[config.mk]
export PLATFORM = sky130hd
export DESIGN_NAME = rsvm_alu
export DESIGN_NICKNAME = d
export VERILOG_FILES = /design/src/rtl/core/rsvm_pkg.sv /design/src/rtl/core/rsvm_alu.sv
export SDC_FILE = /design/constraint.sdc
export NUM_CORES = 1
export LEC_CHECK = 0
export BUFFER_PORTS_ARGS = -buffer_cell sky130_fd_sc_hd__buf_4
export CAP_MARGIN = 10
export CORE_MARGIN = 2
export CORE_UTILIZATION = 32
export DETAILED_ROUTE_END_ITERATION = 6
export PLACE_DENSITY = 0.69
export SLEW_MARGIN = 30
export SYNTH_ARGS = -nofsm -noshare
export SYNTH_HDL_FRONTEND = slang
export SYNTH_SLANG_ARGS = --single-unit
[constraint.sdc]
create_clock -name vclk -period 4.7
set_input_delay 0.705 -clock vclk [all_inputs]
set_output_delay 0.705 -clock vclk [all_outputs]
set_load 0.02 [all_outputs]
[src/rtl/core/rsvm_pkg.sv]
// Shared constants, codes and types of the resampling voice mixer.
`timescale 1ns / 1ps
package rsvm_pkg;

  localparam int FIFO_FRAMES = 256;
  localparam int PTR_W       = (FIFO_FRAMES > 1) ? $clog2(FIFO_FRAMES) : 1;
  localparam int CNT_W       = $clog2(FIFO_FRAMES + 1);
  localparam int PHASE_W     = 18;
  localparam int SAMPLE_W    = 16;
  localparam int FRAME_W     = 2 * SAMPLE_W;
  localparam int ALU_W       = PHASE_W + 2;

  localparam int IN_TDATA_W  = 4 * SAMPLE_W;
  localparam int OUT_TDATA_W = ((FRAME_W + CNT_W + 7) / 8) * 8;

  localparam logic [PHASE_W-1:0] PHASE_STEP  = PHASE_W'(44100);
  localparam logic [PHASE_W-1:0] PHASE_MAX   = '1;
  localparam logic [PHASE_W-1:0] RATE_RESET  = PHASE_W'(44100);
  localparam logic [SAMPLE_W-1:0] SAMPLE_MAX = 16'h7fff;
  localparam logic [SAMPLE_W-1:0] SAMPLE_MIN = 16'h8000;

  localparam logic CFG_SOURCE_RATE   = 1'b0;
  localparam logic CFG_STEREO_SOURCE = 1'b1;

  typedef enum logic [1:0] {
    FUNC_PUSH  = 2'd0,
    FUNC_TICK  = 2'd1,
    FUNC_START = 2'd2,
    FUNC_NONE  = 2'd3
  } func_t;

  typedef enum logic [2:0] {
    ST_STORED   = 3'd0,
    ST_DROPPED  = 3'd1,
    ST_MIXED    = 3'd2,
    ST_UNDERRUN = 3'd3,
    ST_FINISHED = 3'd4,
    ST_STARTED  = 3'd5
  } status_t;

  typedef enum logic {
    ALU_ADD = 1'b0,
    ALU_SUB = 1'b1
  } alu_op_t;

endpackage

[src/rtl/core/rsvm_alu.sv]
// Shared adder with phase compare, phase saturation and 16-bit sample saturation.
`timescale 1ns / 1ps
module rsvm_alu (
  input  rsvm_pkg::alu_op_t                    op,
  input  logic [rsvm_pkg::ALU_W-1:0]           a,
  input  logic [rsvm_pkg::ALU_W-1:0]           b,
  output logic [rsvm_pkg::ALU_W-1:0]           sum,
  output logic                                 ge,
  output logic [rsvm_pkg::SAMPLE_W-1:0]        sat_sample,
  output logic [rsvm_pkg::PHASE_W-1:0]         sat_phase
);
  import rsvm_pkg::*;

  localparam int HI_W = ALU_W - SAMPLE_W + 1;

  logic [ALU_W-1:0] b_eff;
  logic [HI_W-1:0]  hi_bits;

  assign b_eff   = (op == ALU_SUB) ? ~b : b;
  assign sum     = a + b_eff + ALU_W'(op == ALU_SUB);
  assign ge      = ~sum[ALU_W-1];
  assign hi_bits = sum[ALU_W-1:SAMPLE_W-1];

  always_comb begin
    if ((hi_bits == '0) || (hi_bits == '1)) begin
      sat_sample = sum[SAMPLE_W-1:0];
    end else if (sum[ALU_W-1]) begin
      sat_sample = SAMPLE_MIN;
    end else begin
      sat_sample = SAMPLE_MAX;
    end
  end

  assign sat_phase = (sum[ALU_W-1:PHASE_W] != '0) ? PHASE_MAX : sum[PHASE_W-1:0];

endmodule

# After elaboration in Yosys (flattened, before gate mapping)
# Index checks and enable logic that the tools add are counted.
# totals
ff_bits	0
inputBits	41
output_inout_bits	55
elab_cells	12
# op_classes
n_addsub	2
n_eq_ne	1
mux	4
bitwise_logic	2
n_reduce_logical	3
# op_table
op	n
$mux 16	2
$add 20x1->20	1
$add 20x20->20	1
$mux 20	1
$not 20->20	1
$mux 18	1
$eq 5x5->1 const B	1
$logic_not 5->1	1
$reduce_bool 2->1	1
$logic_or 1x1->1	1
$not 1->1	1

# Depth between registers and ports, before layout
# Gate-level depths: netlist (run 1).
# logic_depth
word_depth	7
depth_mapped	14
ltp_nobuf	11

# Worst setup path after synthesis (run 1)
# Ideal clock, no wire load.
# synth_path
path_kind	input-to-output
startpoint	input port op
endpoint	output port sat_sample[10] in the netlist's numbering
t_arrival_ns	3.961
required_ns	3.995
setup_slack_ns	0.034
cell_stages	13
path_buffers	4
cell_sequence	buf_2 > buf_1 > xor2_1 > ha_1 > buf_2 > nand4_1 > a211oi_1 > o21ai_1 > and3_4 > o41ai_4 > nand4_2 > buf_2 > o221ai_1
# synth_between
elab_chain_len	6
# synth_rtl
element	line	rtl
start, declared	rsvm_alu.sv:4	input rsvm_pkg::alu_op_t op,
$mux 20	rsvm_alu.sv:19	assign b_eff = (op == ALU_SUB) ? ~b : b;
$add 20x20->20	rsvm_alu.sv:20	assign sum = a + b_eff + ALU_W'(op == ALU_SUB);
$add 20x1->20 *	rsvm_alu.sv:20	
named net sum (one bit)	rsvm_alu.sv:7	output logic [rsvm_pkg::ALU_W-1:0] sum,
$eq 5x5->1 / $logic_not 5->1 (equally long branches)	rsvm_alu.sv:25	if ((hi_bits == '0) || (hi_bits == '1)) begin
$logic_or 1x1->1 *	rsvm_alu.sv:25	
$mux 16 *	rsvm_alu.sv:25	
end, declared	rsvm_alu.sv:9	output logic [rsvm_pkg::SAMPLE_W-1:0] sat_sample,
# Mark *: on every way through the listed nets, which the timed path passes. The rest lies on a longest branch.

# Final worst setup path (run 1)
# layout_path
startpoint	input port op
endpoint	output port sat_phase[4] in the netlist's numbering
# layout_between
elab_chain_len	5
# layout_rtl
element	line	rtl
$mux 20	rsvm_alu.sv:19	
$add 20x20->20	rsvm_alu.sv:20	
$add 20x1->20 *	rsvm_alu.sv:20	
$reduce_bool 2->1	rsvm_alu.sv:34	assign sat_phase = (sum[ALU_W-1:PHASE_W] != '0) ? PHASE_MAX : sum[PHASE_W-1:0];
$mux 18 *	rsvm_alu.sv:34	
end, declared	rsvm_alu.sv:10	output logic [rsvm_pkg::PHASE_W-1:0] sat_phase
# Every way passes the cells marked *; elsewhere a longest branch is shown, timed or not.

==> results.txt, run 1 <==
----------------------------------------------------
[Cells and area]
  Clock buffer cells ... 0
  FF+latch area ... 0 um^2
  Final-stage net count ... 407
  Count of sequential standard cells ... 0
  Layout cell share with drive strength beyond 1 ... 0.316
  Fillers ... 561
  Relative area change from synthesis to final layout ... 44.7%
  Multi-input gate area ... 1590 um^2
  Post-layout utilization of the core ... 0.487
  Final Cell Area ... 2530 um^2
  Commonest non-fill, non-tap cells in the layout ... buf_4, nand2_1, xor2_1, inv_1
  Most common cell after layout, fill and taps aside ... buf_4
  Diode insertion count for antenna repair ... 0

[Status]
  Status ... completed

[Logic synthesis]
  Largest family of logic cells by synthesized area ... compound AO/OA/AOI/OAI gates
  Synthesized netlist cell count ... 262
  Portion of the post-synthesis area used by sequential elements ... 0
  Synth Area in Compound Gates ... 0.319
  Post-synth top area share ... 0.130
  Syn. warnings ... 0
  Count of cell types in the netlist ... 49
  Synthesized area per cell ... 6.68 um^2
  Top cells by area in the synthesized netlist ... xor2_1, ha_1, o221ai_1
  Xor and xnor fraction of the mapped netlist area ... 0.180
  Simple-gate portion of the synthesized area ... 0.249
  Synth area leader ... xor2_1
  Multiplexer share of the synthesized area ... 0.0122
  Syn Std Cell Area ... 1750 um^2
  Net Count, Synth ... 322
  Share of synthesized cell area in full adder, half adder and majority cells ... 0.140

[Timing]
  Final Max Slew Viols ... 0
  Worst relative slew slack ... 0.651
  Final period demand of the worst path ... 4.41 ns
  RSZ-0062 raised after global routing ... false
  Worst-margin pin slew ... 0.521 ns
  Count of final hold-check violations ... 0
  Share of the cycle needed by the critical path after routing ... 0.938
  Final count of negative-setup-slack endpoints ... 0
  Hold Slack ... 1.80 ns
  Max Clock Freq ... 227 MHz
  Post-layout worst setup margin ... 0.293 ns
  Sum Neg Setup Slack ... 0 ns

[Routing]
  Router iterations before antenna repair ... 4
  Iteration-0 DRC Markers ... 88
  Vias post-DR ... 2240
  Remaining design rule violation count ... 0
  Total detailed-routing wirelength ... 5.79 mm
  Final antenna-violating net count ... 0
  Average via count per standard cell ... 5.40
  Wire per inst ... 14.0 um

[Global routing]
  Largest net degree at the start of global routing ... 21
  Wire length of the first global-routing pass ... 9.89 mm
  Antenna violations before repair ... 0
  Number of global-route vias before repair ... 2147
  Total GRT Usage ... 0.188
  Total congestion overflow ... 0

[Critical path]
  Largest stage delay on the critical path ... 0.43 ns
  Category of the critical setup timing path ... input port to output pin
  Critical path capture point type ... output pin
  Most Frequent Cell on Critical Path ... buf_4
  List of cells traversed by the critical path ... buf_4, xor2_1, inv_1, fa_1, nor2b_1, o311a_1, o21ai_1, a41oi_1, o41ai_4, buf_4, nor2_2, buf_4, nand2_1, buf_4
  Kind of start point of the critical path ... input port
  Endpoint arrival time on the critical path ... 3.70 ns
  Cell with the biggest individual delay on the critical path ... fa_1
  Count of buffering cells on the critical path with inverters included ... 5
  Largest fanout of any net on the critical path ... 20
  Required time at the endpoint of the critical path ... 3.99 ns
  Family with the most delay on the worst path ... buffers and inverters

[Place]
  Count of input and output buffers ... 96
  Detailed Place HPWL ... 4.77 mm
  Placed Area ... 2520 um^2
  Post-Place Worst Slack ... 0.175 ns
  RD Place Congestion ... 0.872

[Power]
  Peak supply drop ... 0.000223 V
  Cell leakage power ... 0.00118 uW
  Power per cell area ... 399 nW/um^2

[Floorplanning]
  DIE AREA ... 6080 um^2
  Number of placement rows ... 26
  Overall die width ... 78.0 um
  Die outline height ... 78.0 um
  Area of the core ... 5200 um^2
  Initial Utilization ... 0.336
  Number of I/O pins ... 96

[Worst hold path]
  Number of cells on the worst hold path ... 4
  Worst Hold Class ... input port to output pin
  Worst Hold Endpoint ... sat_phase[0]
  Hold wc startpoint ... b[0]

[Run]
  Max-Cap Viols ... 0

[Clock tree]
  Hold-fix buffers at CTS ... 0
  Number of buffers inserted to repair setup after CTS ... 0

----------------------------------------------------
worst min-delay path, stage by stage:
cell and delay [ns]:
buf_4 0.09, xnor2_1 0.09, nand2_1 0.07, buf_4 0.13
worst max path at each step:
stage          from             end  slack, ns  depth (start not counted)
2_1_floorplan    op  sat_sample[10]       0.03                         13
3_3_place_gp     op   sat_sample[9]       0.28                         12
3_5_place_dp     op  sat_sample[14]       0.18                         12
4_1_cts          op  sat_sample[14]       0.16                         12
5_1_grt          op    sat_phase[3]       0.01                         12
6_report         op    sat_phase[4]       0.29                         14
metrics by stage:
step	instances	power [uW]
global route	415	1100
floorplan	262	629
global placement	415	997
CTS	415	1010
finish	415	1010
detailed placement	415	1000
where the power goes:
part | internal, uW | total (uW) | leakage (uW) | switching [uW]
clock | 0 | 0 | 0 | 0
combinational | 399 | 1010 | 0.00118 | 611
sequential | 0 | 0 | 0 | 0
total | 399 | 1010 | 0.00118 | 611
layout make-up:
type                            instances  share of cell area
Timing Repair Buffer                  102               0.302
Inverter                               23              0.0341
Multi-Input combinational cell        220               0.629
Tap cell                               70              0.0346
routing by layer:
metal,vias up,global-route usage,routed length (um)
met4,0,0.0228,77
met5,-,0,0
met3,8,0.0116,289
met2,69,0.336,2770
met1,1029,0.255,2660
li1,1134,-,-
cell usage after synthesis, drive strengths merged, types with 2 or more instances:
library cell,count
xnor2,10
or2,2
a211oi,5
o41ai,3
a31oi,2
nor3,2
nor2,8
o21a,2
a21boi,2
a41oi,2
nand4,5
or3,4
nand2b,5
inv,23
a41o,2
and3,3
xor2,26
clkbuf,5
buf,14
a211o,4
a21oi,18
o21ai,15
o221ai,15
nand2,33
ha,18
nor2b,2
o211ai,2
nor4,12
nand3,6
kinds of logic (layout without fill, tap and decap cells):
| family | Yosys count | after routing |
|---|---|---|
| XOR/XNOR | 36 | 36 |
| buffers and inverters | 42 | 125 |
| adder cells (fa/ha/maj) | 19 | 19 |
| AO/OA/AOI/OAI | 78 | 78 |
| multiplexers | 2 | 2 |
| AND/OR/NAND/NOR | 85 | 85 |
repair_timing:
action	in CTS	in global routing
hold endpoints to repair	0	0
setup endpoints to repair	0	22
gates resized for setup	0	3
(Power assumes the default switching activity.)
==> run 2: changes to the inputs <==
==> constraint.sdc (replaced) <==
create_clock -name vclk -period 4.1
set_input_delay 0.615 -clock vclk [all_inputs]
set_output_delay 0.615 -clock vclk [all_outputs]
set_load 0.02 [all_outputs]
==> results.txt, run 2 (synthesized netlist as in run 1, its figures left out) <==
----------------------------------------------------
[Global routing]
  Total GRT Usage ... 0.192 (was 0.188)
  Wire length of the first global-routing pass ... 10.0 mm (was 9.89 mm)
  Largest net degree at the start of global routing ... 21 (unchanged)
  Number of global-route vias before repair ... 2197 (was 2147)
  Antenna violations before repair ... 0 (unchanged)
  Total congestion overflow ... 0 (unchanged)

[Critical path]
  Count of buffering cells on the critical path with inverters included ... 7 (was 5)
  Endpoint arrival time on the critical path ... 3.31 ns (was 3.70 ns)
  Critical path capture point type ... output pin (unchanged)
  Kind of start point of the critical path ... input port (unchanged)
  Category of the critical setup timing path ... input port to output pin (unchanged)
  Most Frequent Cell on Critical Path ... buf_4 (unchanged)
  Cell with the biggest individual delay on the critical path ... ha_1 (was fa_1)
  Family with the most delay on the worst path ... buffers and inverters (unchanged)
  List of cells traversed by the critical path ... buf_6, buf_6, xor2_1, ha_1, buf_4, inv_1, o221ai_1, a31o_1, a41o_1, xnor2_1, buf_4, nand4_2, buf_12, o221ai_4, buf_4 (was buf_4, xor2_1, inv_1, fa_1, nor2b_1, o311a_1, o21ai_1, a41oi_1, o41ai_4, buf_4, nor2_2, buf_4, nand2_1, buf_4)
  Largest fanout of any net on the critical path ... 15 (was 20)
  Required time at the endpoint of the critical path ... 3.48 ns (was 3.99 ns)
  Largest stage delay on the critical path ... 0.27 ns (was 0.43 ns)

[Power]
  Cell leakage power ... 0.00143 uW (was 0.00118 uW)
  Combinational share of power ... 1.000 (about the same)
  Peak supply drop ... 0.000275 V (was 0.000223 V)
  Share of power burned in the clock network ... 0 (about the same)
  Power per cell area ... 468 nW/um^2 (was 399 nW/um^2)
  Internal Pwr Total ... 638 uW (was 399 uW)
  Share of total power in sequential cells ... 0 (about the same)
  Final Total Pwr ... 1450 uW (was 1010 uW)
  Switching power share of the total ... 0.559 (was 0.605)
  Net Sw Power ... 809 uW (was 611 uW)

[Cells and area]
  Commonest non-fill, non-tap cells in the layout ... buf_4, nand2_1, xor2_1, inv_1 (unchanged)
  Count of sequential standard cells ... 0 (unchanged)
  Layout cell share with drive strength beyond 1 ... 0.439 (was 0.316)
  Post-layout utilization of the core ... 0.594 (was 0.487)
  Final-stage net count ... 445 (was 407)
  FF+latch area ... 0 um^2 (unchanged)
  Diode insertion count for antenna repair ... 0 (unchanged)
  Clock buffer cells ... 0 (unchanged)
  Fillers ... 520 (was 561)
  Most common cell after layout, fill and taps aside ... buf_4 (unchanged)
  Relative area change from synthesis to final layout ... 76.7% (was 44.7%)
  Multi-input gate area ... 1820 um^2 (was 1590 um^2)

[Worst hold path]
  Worst Hold Endpoint ... sat_phase[0] (unchanged)
  Hold wc startpoint ... b[0] (unchanged)
  Worst Hold Class ... input port to output pin (unchanged)
  Number of cells on the worst hold path ... 4 (unchanged)

[Timing]
  Final count of negative-setup-slack endpoints ... 0 (unchanged)
  Sum Neg Setup Slack ... 0 ns (unchanged)
  Final Max Slew Viols ... 0 (unchanged)
  Share of the cycle needed by the critical path after routing ... 0.958
  Count of final hold-check violations ... 0 (unchanged)
  Hold Slack ... 1.63 ns (was 1.80 ns)
  Final period demand of the worst path ... 3.93 ns
  Max Clock Freq ... 255 MHz
  RSZ-0062 raised after global routing ... false (unchanged)
  Worst relative slew slack ... 0.645 (was 0.651)
  Worst-margin pin slew ... 0.528 ns (was 0.521 ns)

[Run]
  Max-Cap Viols ... 0 (unchanged)

[Routing]
  Total detailed-routing wirelength ... 6.15 mm (was 5.79 mm)
  Final antenna-violating net count ... 0 (unchanged)
  Iteration-0 DRC Markers ... 64 (was 88)
  Vias post-DR ... 2341 (was 2240)
  Wire per inst ... 13.6 um (was 14.0 um)
  Remaining design rule violation count ... 0 (unchanged)
  Router iterations before antenna repair ... 4 (unchanged)
  Average via count per standard cell ... 5.17 (was 5.40)

[Place]
  Detailed Place HPWL ... 5.33 mm (was 4.77 mm)
  RD Place Congestion ... 0.917 (was 0.872)
  Count of input and output buffers ... 96 (unchanged)

[Floorplanning]
  DIE AREA ... 6080 um^2 (unchanged)
  Initial Utilization ... 0.336 (unchanged)
  Number of placement rows ... 26 (unchanged)
  Area of the core ... 5200 um^2 (unchanged)
  Overall die width ... 78.0 um (unchanged)
  Die outline height ... 78.0 um (unchanged)
  Number of I/O pins ... 96 (unchanged)

[Status]
  Status ... completed (unchanged)

[Clock tree]
  Hold-fix buffers at CTS ... 0 (unchanged)

----------------------------------------------------
[run 2: cell count changes in the layout (fill, tap and decap cells not counted), moves of 2 or more]
cell / delta
o221ai_1: -13
a211oi_2: +2
o221ai_2: +3
a41oi_1: -2
a41oi_2: +2
a211oi_1: -2
buf_4: +33
buf_12: +3
o221ai_4: +10
buf_6: +2
[run 2: power groups by stage]
stage               Clock [uW]  Combinational (uW)  Sequential, uW
floorplan                    0                 876               0
global placement             0                1420               0
detailed placement           0                1440               0
CTS                          0                1440               0
global route                 0                1550               0
finish                       0                1450               0
[run 2: layer usage]
metal | routed length [um] | track usage
met3 | 270 | 0.00698
met4 | 39 | 0.0105
met2 | 2910 | 0.341
met1 | 2930 | 0.270
met5 | 0 | 0
[run 2: layout make-up]
class,instances,share of cell area
inverter,23,0.0279
multi-input combinational,220,0.589
tap,70,0.0283
timing repair buffer,140,0.354
[run 2: worst max-delay path by stage]
stage | start | to | slack [ns] | depth (start not counted)
after floorplan | op | sat_sample[10] | -0.07 | 13
after global placement | op | sat_sample[12] | 0.04 | 13
after detailed placement | op | sat_sample[1] | 0.02 | 13
after CTS | op | sat_sample[1] | 0.02 | 13
after global routing | op | sat_sample[12] | 0.01 | 14
final | op | sat_sample[10] | 0.17 | 15
[run 2: timing repair]
item | CTS | global route
setup endpoints to repair | 0 | 24
resized for setup | 0 | 11
hold endpoints to repair | 0 | 0
buffers inserted | 0 | 0
[run 2: per-stage QoR]
| step | cell area, um^2 | worst slack, ns | std cells |
|---|---|---|---|
| floorplan | 2030 | -0.0660 | 262 |
| global placement | 3040 | 0.0378 | 453 |
| detailed placement | 3040 | 0.0240 | 453 |
| CTS | 3040 | 0.0175 | 453 |
| global route | 3090 | 0.0146 | 453 |
| finish | 3090 | 0.172 | 453 |
==> run 3: changes to the inputs <==
--- a/config.mk
+++ b/config.mk
@@ -7,10 +7,10 @@
 export LEC_CHECK = 0
 export BUFFER_PORTS_ARGS = -buffer_cell sky130_fd_sc_hd__buf_4
 export CAP_MARGIN = 10
-export CORE_MARGIN = 2
-export CORE_UTILIZATION = 32
+export CORE_MARGIN = 3
+export CORE_UTILIZATION = 48
 export DETAILED_ROUTE_END_ITERATION = 6
-export PLACE_DENSITY = 0.69
+export PLACE_DENSITY = 0.93
 export SLEW_MARGIN = 30
 export SYNTH_ARGS = -nofsm -noshare
 export SYNTH_HDL_FRONTEND = slang
==> results.txt, run 3 (synthesized netlist as in run 1, its figures left out) <==
----------------------------------------------------
[Status]
  Status ... finished, violations left (was completed)
  Violations in the final reports ... design-rule violations, negative setup slack

[Cells and area]
  Count of sequential standard cells ... 0 (unchanged)
  FF+latch area ... 0 um^2 (unchanged)
  Relative area change from synthesis to final layout ... 85.3% (was 76.7%)
  Final-stage net count ... 455 (was 445)
  Commonest non-fill, non-tap cells in the layout ... buf_4, nand2_1, xor2_1, inv_1, ha_1 (was buf_4, nand2_1, xor2_1, inv_1)
  Fillers ... 92 (was 520)
  Layout cell share with drive strength beyond 1 ... 0.489 (was 0.439)
  Most common cell after layout, fill and taps aside ... buf_4 (unchanged)
  Diode insertion count for antenna repair ... 0 (unchanged)
  Clock buffer cells ... 0 (unchanged)

[Critical path]
  Endpoint arrival time on the critical path ... 3.86 ns (was 3.31 ns)
  Most Frequent Cell on Critical Path ... buf_4 (unchanged)
  Kind of start point of the critical path ... input port (unchanged)
  List of cells traversed by the critical path ... buf_6, buf_4, xor2_1, ha_1, buf_4, a21oi_1, nand2_1, o21ai_4, a41o_1, nand2_1, buf_12, o41ai_1, o211ai_1, buf_4 (was buf_6, buf_6, xor2_1, ha_1, buf_4, inv_1, o221ai_1, a31o_1, a41o_1, xnor2_1, buf_4, nand4_2, buf_12, o221ai_4, buf_4)
  Cell with the biggest individual delay on the critical path ... o41ai_1 (was ha_1)
  Category of the critical setup timing path ... input port to output pin (unchanged)
  Required time at the endpoint of the critical path ... 3.48 ns (about the same)
  Critical path capture point type ... output pin (unchanged)
  Count of buffering cells on the critical path with inverters included ... 5 (was 7)
  Largest stage delay on the critical path ... 0.57 ns (was 0.27 ns)
  Family with the most delay on the worst path ... compound AO/OA/AOI/OAI gates (was buffers and inverters)
  Largest fanout of any net on the critical path ... 19 (was 15)

[Place]
  Detailed Place HPWL ... 6.29 mm (was 5.33 mm)
  RD Place Congestion ... 0.906 (was 0.917)
  Count of input and output buffers ... 96 (unchanged)

[Timing]
  Final count of negative-setup-slack endpoints ... 33 (was 0)
  Max Clock Freq ... 223 MHz (was 255 MHz)
  Post-layout worst setup margin ... -0.378 ns (was 0.172 ns)
  Final period demand of the worst path ... 4.48 ns (was 3.93 ns)
  Sum Neg Setup Slack ... -7.15 ns (was 0 ns)
  Worst relative slew slack ... 0.488 (was 0.645)
  Final Max Slew Viols ... 0 (unchanged)
  Worst-margin pin slew ... 0.763 ns (was 0.528 ns)
  RSZ-0062 raised after global routing ... true (was false)
  Count of final hold-check violations ... 0 (unchanged)
  Share of the cycle needed by the critical path after routing ... 1.09 (was 0.958)

[Routing]
  Router iterations before antenna repair ... 7 (was 4)
  Average via count per standard cell ... 7.36 (was 5.17)
  Final antenna-violating net count ... 0 (unchanged)
  Remaining design rule violation count ... 320 (was 0)
  Iteration-0 DRC Markers ... 695 (was 64)
  Wire per inst ... 27.3 um (was 13.6 um)
  Total detailed-routing wirelength ... 12.0 mm (was 6.15 mm)
  Vias post-DR ... 3233 (was 2341)

[Floorplanning]
  Area of the core ... 3420 um^2 (was 5200 um^2)
  DIE AREA ... 4410 um^2 (was 6080 um^2)
  Die outline height ... 66.4 um (was 78.0 um)
  Number of placement rows ... 21 (was 26)
  Number of I/O pins ... 96 (unchanged)
  Overall die width ... 66.4 um (was 78.0 um)
  Initial Utilization ... 0.512 (was 0.336)

[Run]
  Max-Cap Viols ... 0 (unchanged)

[Global routing]
  Number of global-route vias before repair ... 2732 (was 2197)
  Wire length of the first global-routing pass ... 12.9 mm (was 10.0 mm)
  Largest net degree at the start of global routing ... 20 (was 21)
  Antenna violations before repair ... 0 (unchanged)
  Total GRT Usage ... 0.367 (was 0.192)
  Total congestion overflow ... 0 (unchanged)

[Power]
  Cell leakage power ... 0.00149 uW (was 0.00143 uW)
  Peak supply drop ... 0.000227 V (was 0.000275 V)
  Final Total Pwr ... 1740 uW (was 1450 uW)
  Power per cell area ... 536 nW/um^2 (was 468 nW/um^2)

[Worst hold path]
  Worst Hold Class ... input port to output pin (unchanged)

----------------------------------------------------
run 3: cell count changes in the layout (fill, tap and decap cells not counted), sizes merged:
cell / change
buf: +10
run 3: power breakdown:
| group | internal [uW] | total, uW | switching, uW |
|---|---|---|---|
| Clock | 0 | 0 | 0 |
| Combinational | 680 | 1740 | 1060 |
| Sequential | 0 | 0 | 0 |
run 3: per-stage QoR:
step / setup slack [ns] / util / hold slack [ns] / instances / instance area (um^2)
6_report: -0.378 / 0.949 / 1.69 / 439 / 3240
4_1_cts: 0.0532 / 0.899 / 1.63 / 435 / 3070
3_3_place_gp: 0.105 / 0.897 / 1.62 / 434 / 3060
3_5_place_dp: -0.0428 / 0.897 / 1.63 / 434 / 3060
5_1_grt: -0.732 / 0.949 / 1.73 / 439 / 3240
2_1_floorplan: -0.0660 / - / 1.48 / 262 / 2030
run 3: cell type report:
class              count  area [um^2]  share of cell area
inverters             23         86.3              0.0266
multi-input cells    220         1920               0.592
well taps             46         57.6              0.0177
repair buffers       150         1180               0.364
run 3: metal layers:
layer | routed length [um] | GRT usage | up-vias
met5 | 0 | 0 | -
met4 | 1350 | 0.249 | 0
met2 | 5080 | 0.651 | 394
met1 | 3640 | 0.397 | 1425
met3 | 1910 | 0.0510 | 182
li1 | - | - | 1232
run 3: worst min-delay path, cell delays in order:
cell	delay (ns)
buf_4	0.11
xnor2_1	0.13
nand2_1	0.09
buf_4	0.13
run 3: repair_timing:
action / 4_1_cts / 5_1_grt
hold buffers: 0 / 0
resized for setup: 0 / 28
setup endpoints to repair: 13 / 33
hold endpoints to repair: 0 / 0
buffers inserted: 1 / 4
pin swaps: 1 / 6
run 3: path summary, 6_finish.rpt:
kind              start        endpoint  depth (start not counted)
setup / recovery     op  sat_sample[12]                         14
hold / removal     b[0]    sat_phase[0]                          4
